[src/cfa_pkg.sv]
package cfa_pkg;

  localparam int MAX_POINTS = 256;
  localparam int MAX_MODES  = 64;
  localparam int PT_AW      = $clog2(MAX_POINTS);
  localparam int CNT_W      = $clog2(MAX_POINTS + 1);
  localparam int SAMP_W     = 16;
  localparam int SUM_W      = SAMP_W + PT_AW;
  localparam int MODE_W     = 6;
  localparam int QW_BITS    = 10;
  localparam int QW_SIZE    = 1 << QW_BITS;
  localparam int QW_AW      = QW_BITS + 1;
  localparam int MUL_W      = SUM_W + 1;
  localparam int PROD_W     = 2 * MUL_W;
  localparam int ACC_W      = PROD_W;
  localparam int DIV_NUM_W  = ACC_W;
  localparam int DIV_DEN_W  = 32;
  localparam int DIV_CNT_W  = $clog2(DIV_NUM_W + 1);
  localparam int COEF_W     = 32;

  localparam logic CFG_HIGHEST_MODE = 1'b0;
  localparam logic CFG_NORMALIZE    = 1'b1;

  localparam longint unsigned HALF_PI_Q30 = 64'd1686629713;

  typedef logic [15:0] qwave_t [0:QW_SIZE];

  typedef struct packed {
    logic                 start;
    logic [DIV_NUM_W-1:0] num;
    logic [DIV_DEN_W-1:0] den;
  } div_req_t;

  typedef struct packed {
    logic                 done;
    logic                 busy;
    logic [DIV_NUM_W-1:0] quo;
    logic [DIV_DEN_W-1:0] rem;
  } div_rsp_t;

  // shift and subtract quotient, numerator stays below 2^40
  function automatic longint unsigned shift_div(input longint unsigned num,
                                                input longint unsigned den);
    longint unsigned q;
    longint unsigned r;
    q = 0;
    r = 0;
    for (int b = 39; b >= 0; b--) begin
      r = {r[62:0], num[b]};
      q = {q[62:0], 1'b0};
      if (r >= den) begin
        r    = r - den;
        q[0] = 1'b1;
      end
    end
    return q;
  endfunction

  // quarter-wave sine table, Q30 taylor series
  function automatic qwave_t build_qwave();
    qwave_t           t;
    longint unsigned  x;
    longint unsigned  x2;
    longint unsigned  term;
    longint           acc;
    longint unsigned  v;
    for (int k = 0; k <= QW_SIZE; k++) begin
      x    = (HALF_PI_Q30 * longint'(k)) >> QW_BITS;
      x2   = (x * x) >> 30;
      term = x;
      acc  = longint'(x);
      for (int n = 1; n <= 9; n++) begin
        term = shift_div((term * x2) >> 30, 64'((2 * n) * (2 * n + 1)));
        if ((n & 1) == 1) acc = acc - longint'(term);
        else acc = acc + longint'(term);
      end
      if (acc < 0) acc = 0;
      v = (longint'(acc) + 64'd8192) >> 14;
      if (v > 64'd65535) v = 64'd65535;
      t[k] = v[15:0];
    end
    return t;
  endfunction

endpackage

[src/cfa_div.sv]
module cfa_div import cfa_pkg::*; (
  input  logic     clk,
  input  logic     rst_n,
  input  div_req_t req,
  output div_rsp_t rsp
);

  logic                 busy_r, busy_nxt;
  logic                 done_r, done_nxt;
  logic [DIV_CNT_W-1:0] cnt_r, cnt_nxt;
  logic [DIV_NUM_W-1:0] num_r, num_nxt;
  logic [DIV_DEN_W-1:0] rem_r, rem_nxt;
  logic [DIV_DEN_W-1:0] den_r, den_nxt;
  logic [DIV_DEN_W:0]   rem_sh;
  logic [DIV_DEN_W:0]   rem_sub;
  logic                 qbit;

  always_comb begin
    rem_sh   = {rem_r, num_r[DIV_NUM_W-1]};
    rem_sub  = rem_sh - {1'b0, den_r};
    qbit     = (rem_sh >= {1'b0, den_r});
    busy_nxt = busy_r;
    done_nxt = 1'b0;
    cnt_nxt  = cnt_r;
    num_nxt  = num_r;
    rem_nxt  = rem_r;
    den_nxt  = den_r;
    if (req.start) begin
      busy_nxt = 1'b1;
      cnt_nxt  = DIV_CNT_W'(DIV_NUM_W);
      num_nxt  = req.num;
      rem_nxt  = '0;
      den_nxt  = req.den;
    end else if (busy_r) begin
      num_nxt = {num_r[DIV_NUM_W-2:0], qbit};
      rem_nxt = qbit ? rem_sub[DIV_DEN_W-1:0] : rem_sh[DIV_DEN_W-1:0];
      cnt_nxt = cnt_r - 1'b1;
      if (cnt_r == DIV_CNT_W'(1)) begin
        busy_nxt = 1'b0;
        done_nxt = 1'b1;
      end
    end
  end

  always_ff @(posedge clk) begin
    if (!rst_n) begin
      busy_r <= 1'b0;
      done_r <= 1'b0;
      cnt_r  <= '0;
    end else begin
      busy_r <= busy_nxt;
      done_r <= done_nxt;
      cnt_r  <= cnt_nxt;
    end
    num_r <= num_nxt;
    rem_r <= rem_nxt;
    den_r <= den_nxt;
  end

  assign rsp.done = done_r;
  assign rsp.busy = busy_r;
  assign rsp.quo  = num_r;
  assign rsp.rem  = rem_r;

`ifndef SYNTH
  a_start_idle: assert property (@(posedge clk) disable iff (!rst_n)
    req.start |-> !busy_r) else $error("divider restarted while busy");
  a_done_after_busy: assert property (@(posedge clk) disable iff (!rst_n)
    done_r |-> $past(busy_r) && !busy_r) else $error("divider done without run");
`endif

endmodule
[config.mk]
export PLATFORM = sky130hd
export DESIGN_NAME = cfa_div
export DESIGN_NICKNAME = d
export VERILOG_FILES = /design/src/cfa_pkg.sv /design/src/cfa_div.sv
export SDC_FILE = /design/constraint.sdc
export NUM_CORES = 1
export LEC_CHECK = 0
export BUFFER_PORTS_ARGS = -buffer_cell sky130_fd_sc_hd__buf_2
export CORE_MARGIN = 3
export CORE_UTILIZATION = 54
export CTS_CLUSTER_SIZE = 25
export DETAILED_ROUTE_END_ITERATION = 6
export PLACE_DENSITY = 0.81
export SLEW_MARGIN = 5
export SYNTH_ARGS = -nofsm -noshare
export SYNTH_HDL_FRONTEND = slang
export SYNTH_SLANG_ARGS = --single-unit
[constraint.sdc]
create_clock -name clk -period 3.8 [get_ports clk]
set_clock_uncertainty 0.05 [all_clocks]
set_input_delay 0.38 -clock clk [delete_from_list [all_inputs] [get_ports clk]]
set_output_delay 0.38 -clock clk [all_outputs]
set_load 0.02 [all_outputs]
# --- Word level (Yosys, flattened, before mapping) ---
# Cells that the tools add are included.
word_totals:
  output_inout_bits: 84
  input_bits: 85
  ff_bits: 122
  elab_cells: 25
op_classes:
  bitwise: 2
  eq_ne: 1
  mux: 9
  addsub: 2
  reduce_logical: 3
  magnitude_cmp: 1
op_table:
  columns: ["cell", "count"]
  rows:
  - ["50-bit two-way mux", 2]
  - ["33-bit by 32-bit greater-or-equal comparator with 1-bit output", 1]
  - ["32-bit two-way mux", 1]
  - ["32-bit subtractor", 1]
  - ["6-bit two-way mux", 2]
  - ["6-bit by 1-bit equality test with 1-bit output, second input constant", 1]
  - ["6-bit by 1-bit subtractor with 6-bit output, second input constant", 1]
  - ["1-bit two-way mux", 4]
  - ["3-bit OR reduction", 1]
  - ["1-bit inverter", 2]
  - ["2-bit nonzero test", 1]
  - ["2-bit OR reduction", 1]

# --- Logic depth before layout (Yosys ltp) ---
# Gate-level depths: netlist of run 1.
depth:
  depth_word: 4
  ltp_mapped: 14
  ltp_nobuf: 13

# --- Worst setup path before layout of run 1 ---
# OpenSTA, ideal clock, no wires.
synth_timing:
  path_type: "register -> register"
  start: "register rem_r[13]"
  end: "register rem_r[12]"
  path_buffers: 2
  t_arrival_ns: 2.697
  path_stages_with_launch: 14
  synth_period_minus_slack_ns: 2.885
  setup_time_ns: 0.138
  slack_ns: 0.915
  required_time_ns: 3.612
  cell_sequence: "dfxtp_1 > ha_1 > buf_4 > a21oi_2 > o21ai_1 > or3_1 > a21oi_1 > o21ai_1 > o31a_1 > a21oi_4 > buf_2 > nor2_1 > a21oi_1 > a211oi_1"
synth_via:
  elab_chain_len: 2
synth_lines:
  columns: ["element", "line_no", "source"]
  rows:
  - ["from (decl)", "cfa_div.sv:12", "logic [DIV_DEN_W-1:0] rem_r, rem_nxt;"]
  - ["from (signal assigned)", "cfa_div.sv:56", "rem_r <= rem_nxt;"]
  - ["33-bit by 32-bit greater-or-equal comparator with 1-bit output", "cfa_div.sv:21", "qbit = (rem_sh >= {1'b0, den_r});"]
  - ["32-bit two-way mux", "cfa_div.sv:36", "rem_nxt = qbit ? rem_sub[DIV_DEN_W-1:0] : rem_sh[DIV_DEN_W-1:0];"]
# Every way passes these cells.
# A chain may end at the register's enable or synchronous reset.

# --- Worst setup path after layout of run 1 ---
layout_timing:
  start: "register num_r[49]"
  end: "register rem_r[30]"
layout_via:
  elab_chain_len: 2
  elab_cells_between_ends: 3
  cone_classes: "add/sub: 1; order compare: 1; mux: 1"
layout_lines:
  columns: ["element", "line_no", "source"]
  rows:
  - ["from (decl)", "cfa_div.sv:11", "logic [DIV_NUM_W-1:0] num_r, num_nxt;"]
  - ["from (signal assigned)", "cfa_div.sv:55", "num_r <= num_nxt;"]
  - ["32-bit subtractor / 33-bit by 32-bit greater-or-equal comparator with 1-bit output (equally long branches)", "cfa_div.sv:20, cfa_div.sv:21", null]
  - ["32-bit two-way mux *", "cfa_div.sv:36", null]
# Every way passes the cells marked *; elsewhere a longest branch is shown, timed or not.

==> metrics, run 1 <==
Mean Syn Cell Area=10.6 µm²; worst path required time=approximately 4 ns; nets=around 900; post-placement setup slack=0.560 ns; PortBufs=between 150 and 200; Core Area=0.0117 mm²; leakage power=about 3.6 nW; CP cell instances=inv_1 > ha_1 > fa_1 > nand2b_1 > a21oi_1 > o21ai_0 > o22ai_1 > o21ai_0 > o21ai_0 > a221oi_1 > xnor2_1 > mux2i_1 > a211oi_1; area delta synth->final=22.7%; status=finished clean; Pins Over Slew Limit=0; Die Wd=between 100 and 150 µm; Bufs and invs on worst path=1; Root Buffer=clkbuf_16; critical path peak fanout=3; fill count=around 860; antenna cells=0; maximum VDD drop=between 0.0003 and 0.0004 V; Post-Route Utilization=0.693; Routed WL per cell=~17 µm; RSZ-0062 raised after global routing=no; drt drc=0; max frequency=294 MHz; Critical Path Source Type=flip-flop; number of global-route vias before repair=approximately 5300; total power=roughly 0.0042 W; CTS tree=yes; hold buffer count at CTS=0; Synth area leader=edfxtp_1; setup repair bufs after CTS=0; Final TNS setup=0 ns; clk sinks=around 120; most common cell after layout, fill and taps aside=buf_2; Clock Latency Late Sink=0.42 ns; std cell rows=39; TritonCTS buffer count=17; Starting DRT DRC Count=around 400; antenna violations before repair=2; Slew HR=0.245; initial core utilization=0.565; final setup vio count=0; largest net degree at the start of global routing=54; critical path class=reg2reg; most frequent cells in the layout=167 x buf_2, 82 x edfxtp_1, 67 x nor2_1; Crit. Startpoint=num_r[49]$_DFFE_PP_; critical path's slowest cell=o21ai_0; vias=between 5000 and 6000; Tightest Pin Transition=1.13 ns; post-synth top area share=0.374; Max Buffers Root-to-Sink=2; dpl cells=905; Worst-path clk slew=around 0.060 ns; critical path's largest stage delay=approximately 0.48 ns; via density per instance=5.67; die height=approximately 120 µm; global route overflow=0; fin worst setup slack=0.401 ns; Ports=between 150 and 200; MaxCap Viol Count=0; critical path capture point type=flip-flop; pwr/cell area=roughly 520 mW/mm²; critical path arrival=3.67 ns; gpl congestion=~0.95; Seq/Total Area, Yosys=0.495; Post-Synthesis Cells=~620; die area=roughly 0.014 mm²; reg2reg start=num_r[49]$_DFFE_PP_; CTS H-tree lvls=4; CP top delay family=compound AO/OA/AOI/OAI gates; share of cells above drive strength 1=0.327; dominant synthesized flop cell=edfxtp_1; Worst path most repeated cell=o21ai_0; Multi-input gate area=~0.0030 mm²; Detailed Routing Iterations Pass 1=5; cell area after synthesis=between 0.006 and 0.007 mm²; hold_sp=req[26]; final hold vios=0; worst min path class=in2reg; total global-route track usage=0.245; asr flop ratio synth=0; HPWL Detailed=between 10000 and 15000 µm; register area=around 0.0033 mm²; first-pass GRT wire length=~26000 µm; WL final=16300 µm; Ys Warns=0; Tmin final=3.40 ns; synthesized flop and latch total=~120; Antenna Nets Post-Route=0; Synth cell types=54; Mapped Nets=around 740; post-cts gate resize count=0; Synth area leaders=edfxtp_1 37%, dfxtp_1 12%, mux2_2 8.4%; fin cells=937; final worst-path cycle share=0.894; number of flops mapped to enable cells by yosys=around 80
-- cells in the mapped netlist (5+ instances only) --
| cell type | number |
|---|---|
| edfxtp_1 | 82 |
| nor2_1 | 67 |
| a21oi_1 | 57 |
| mux2_2 | 49 |
| inv_1 | 43 |
| dfxtp_1 | 40 |
| ha_1 | 34 |
| nand2_1 | 33 |
| a211oi_1 | 26 |
| clkbuf_1 | 23 |
| o21ai_0 | 23 |
| xor2_1 | 18 |
| xnor2_1 | 17 |
| a21o_1 | 8 |
| nand4_1 | 8 |
| mux2i_1 | 7 |
| nand3_1 | 7 |
| o21a_1 | 6 |
| o21bai_1 | 6 |
| a31oi_1 | 5 |
| buf_2 | 5 |
| buf_4 | 5 |
| nand2b_1 | 5 |
| nor3_1 | 5 |
-- registers in the layout (all words and copies together), names as in the netlist --
name    count
num_r      50
done_r      1
den_r      32
cnt_r       6
busy_r      1
rem_r      32
-- cell families (layout without fill, tap and decap cells) --
group                      count (synthesis)  in the layout  synth area share
xor gates and xnor gates                  35             35            0.0465
adders and majority gates                 35             35            0.0676
AOI/OAI and AO/OA                        152            152             0.146
and+or+nand+nor                          146            146             0.101
buffers and inverters                     78            248            0.0494
muxes                                     56             56            0.0944
DFF                                      122            122             0.495
-- metrics by stage --
stage / instance area (µm²) / hold WS, ns
finish: 8080 / 0.0854
detailed placement: 7490 / 0.462
CTS: 8080 / 0.0726
global placement: 7490 / 0.451
floorplan: 6590 / 0.429
global route: 8080 / 0.0735
-- layer usage --
layer	vias up	track usage	wire, µm
met5	-	0	21
met4	4	0.0897	267
met3	25	0.0938	1440
met2	205	0.405	7970
met1	2495	0.290	6560
li1	2585	-	-
-- where the power goes --
part	internal, W	switching [W]	leakage, nW
registers	0.00156	0.0000885	1.15
logic	0.000374	0.000551	2.12
clock network	0.000977	0.000628	0.290
total	0.00291	0.00127	3.55
-- worst register-to-register path: cells and delay by family, from the launching register on --
family | cells | cell delay [ns]
buffers and inverters | 1 | 0.07
flip-flops | 1 | 0.40
adder cells (fa/ha/maj) | 2 | 0.39
AO/OA/AOI/OAI | 7 | 1.98
multiplexers | 1 | 0.09
AND/OR/NAND/NOR | 1 | 0.15
XOR/XNOR | 1 | 0.18
-- final cells by class --
class	count	share of cell area
clock buffers	17	0.0526
clock inverters	15	0.0203
inverters	44	0.0204
multi-input cells	424	0.371
flip-flops and latches	122	0.404
well taps	143	0.0221
repair buffers	172	0.110
-- path summary, 6_finish.rpt --
check,cells after the start,endpoint,slack (ns)
worst min-delay path,1,den_r[26]$_DFFE_PP_,0.09
worst max-delay path,13,rem_r[30]$_SDFFE_PP0P_,0.40
worst max register to register,13,rem_r[30]$_SDFFE_PP0P_,0.40
worst min register to register,2,rem_r[7]$_SDFFE_PP0P_,0.47
No activity file was read; power rests on OpenSTA's default activity.
==> run 2, diff against run 1 <==
HOLD_SLACK_MARGIN = 0.08   (was unset)
clock period = 3.75 ns   (was 3.8 ns; I/O delays follow)
==> run 2 against run 1 <==
  * Count of clock-buffer cells in the layout up 1
  * Non-clock buffer count rose by 26
  * Core utilization rose by 2.0 points
  * Flip-flop and latch count did not move
  * Sequential power about the same
  * Sequential share of layout area is 1.2 points lower
  * Power up 0.16%
  * Worst hold slack improved by 0.013 ns
  * Register-to-register slack improved by 0.03 ns
==> metrics, run 2 (synthesized netlist as in run 1, its figures left out) <==
die area=between 0.01 and 0.015 mm²; critical path capture point type=flip-flop; std cell rows=39; fill count=a little over 800; status=finished clean; biggest regs=num_r: 50 flops, den_r: 32 flops, rem_r: 32 flops; Clock Latency Late Sink=about 0.41 ns; Max Buffers Root-to-Sink=2; leakage power=roughly 3.6 nW; FF-to-FF End=rem_r[30]$_SDFFE_PP0P_; most frequent cells in the layout=167 x buf_2, 82 x edfxtp_1, 67 x nor2_1; Worst-path clk slew=roughly 0.060 ns; die height=116 µm; drt drc=0; Routed WL per cell=about 17 µm; dpl cell area=0.00749 mm²; worst path required time=around 4 ns; max FFs per register=50; critical path peak fanout=3; Root Buffer=clkbuf_16; hold path cells=1; Tightest Pin Transition=around 1.1 ns; hold path endpoint=den_r[15]$_DFFE_PP_; Critical Path Source Type=flip-flop; antenna violations before repair=0; Tmin final=3.31 ns; RSZ-0062 raised after global routing=no; Starting DRT DRC Count=just under 400; largest net degree at the start of global routing=54; met3 usage in global routing=0.0865; global routing met1 resource utilization=0.300; TritonCTS buffer count=17; antenna cells=0; Final Cell Area=0.00832 mm²; max frequency=approximately 300 MHz; worst min path class=in2reg; total global-route track usage=0.249; reg2reg start=num_r[49]$_DFFE_PP_; Ports=about 170; number of global-route vias before repair=roughly 5500; clk sinks=~120; most common cell after layout, fill and taps aside=buf_2; share of cells above drive strength 1=0.316; initial core utilization=0.565; Final TNS setup=0 ns; busiest grt layer=met2; CTS tree=yes; WL final=between 15000 and 20000 µm; HPWL Detailed=roughly 12000 µm; final setup vio count=0; Die Wd=around 120 µm; M2 GR Usage=0.413; Reg2Reg Depth=13; critical path class=reg2reg; area delta synth->final=26.3%; setup repair bufs after CTS=0; hold buffer count at CTS=26; Detailed Routing Iterations Pass 1=4; Antenna Nets Post-Route=0; nets=927; CTS H-tree lvls=4; first-pass GRT wire length=roughly 26000 µm; PortBufs=about 170; via density per instance=approximately 5.7; pwr/cell area=roughly 500 mW/mm²; final worst-path cycle share=0.884; gpl congestion=about 0.95; post-cts gate resize count=0; critical path arrival=between 3 and 4 ns; Slew HR=0.238; hold_sp=req[15]; maximum VDD drop=0.000437 V; Largest Register=num_r; MaxCap Viol Count=0; global route overflow=0; Core Area=0.0117 mm²; vias=roughly 5500; Pins Over Slew Limit=0; register-to-register setup slack=approximately 0.44 ns; final hold vios=0
run 2: changes by cell type in the layout (fill, tap and decap cells not counted), sizes merged:
cell / before / now
dlygate4sd3: 0 / 26
bufinv: 2 / 1
clkbuf: 17 / 18
clkinv: 8 / 7
clkinvlp: 1 / 2
run 2: final cells by class:
type	instances	area [µm²]	area share
clock inverters	14	138	0.0165
inverters	44	165	0.0198
clock buffers	18	429	0.0516
multi-input cells	424	3000	0.360
flip-flops and latches	122	3260	0.392
repair buffers	198	1150	0.138
well taps	143	179	0.0215
run 2: how the worst max path moves through the flow:
stage                                       from                      to  slack [ns]  cells past startpoint
after CTS                    num_r[49]$_DFFE_PP_  rem_r[30]$_SDFFE_PP0P_        0.51                     13
after global routing         num_r[49]$_DFFE_PP_  rem_r[30]$_SDFFE_PP0P_        0.20                     13
after global placement       num_r[49]$_DFFE_PP_  rem_r[30]$_SDFFE_PP0P_        0.58                     13
final                        num_r[49]$_DFFE_PP_  rem_r[30]$_SDFFE_PP0P_        0.44                     13
after detailed placement     num_r[49]$_DFFE_PP_  rem_r[30]$_SDFFE_PP0P_        0.52                     13
after floorplan           rem_r[13]$_SDFFE_PP0P_  rem_r[12]$_SDFFE_PP0P_        0.87                     13
run 2: per-layer routing:
layer	up-vias	wire, µm
met5	-	0
met4	0	330
met3	29	1320
met2	220	8090
met1	2593	6700
li1	2638	-
run 2: critical path, cell delays in order (launching register included):
cell	delay, ns
edfxtp_1	0.36
inv_1	0.05
ha_1	0.22
fa_1	0.40
nand2b_1	0.19
a21oi_1	0.20
o21ai_0	0.15
o22ai_1	0.25
o21ai_0	0.25
o21ai_0	0.42
a221oi_1	0.17
xnor2_1	0.19
mux2i_1	0.09
a211oi_1	0.25
run 2: per-stage QoR:
step,hold WS [ns],std cells,utilization,total power [W],setup slack [ns]
after CTS,0.0803,963,0.713,0.00420,0.514
after detailed placement,0.463,905,0.643,0.00262,0.524
after global placement,0.451,905,0.643,0.00260,0.582
final,0.0981,963,0.713,0.00419,0.435
after global routing,0.0829,963,0.713,0.00438,0.199
after floorplan,0.424,624,-,0.00235,0.865
run 2: power breakdown:
group | internal [W] | leakage (nW) | switching [W]
Combinational | 0.000396 | 2.22 | 0.000564
Clock | 0.000924 | 0.272 | 0.000631
Sequential | 0.00158 | 1.15 | 0.0000895
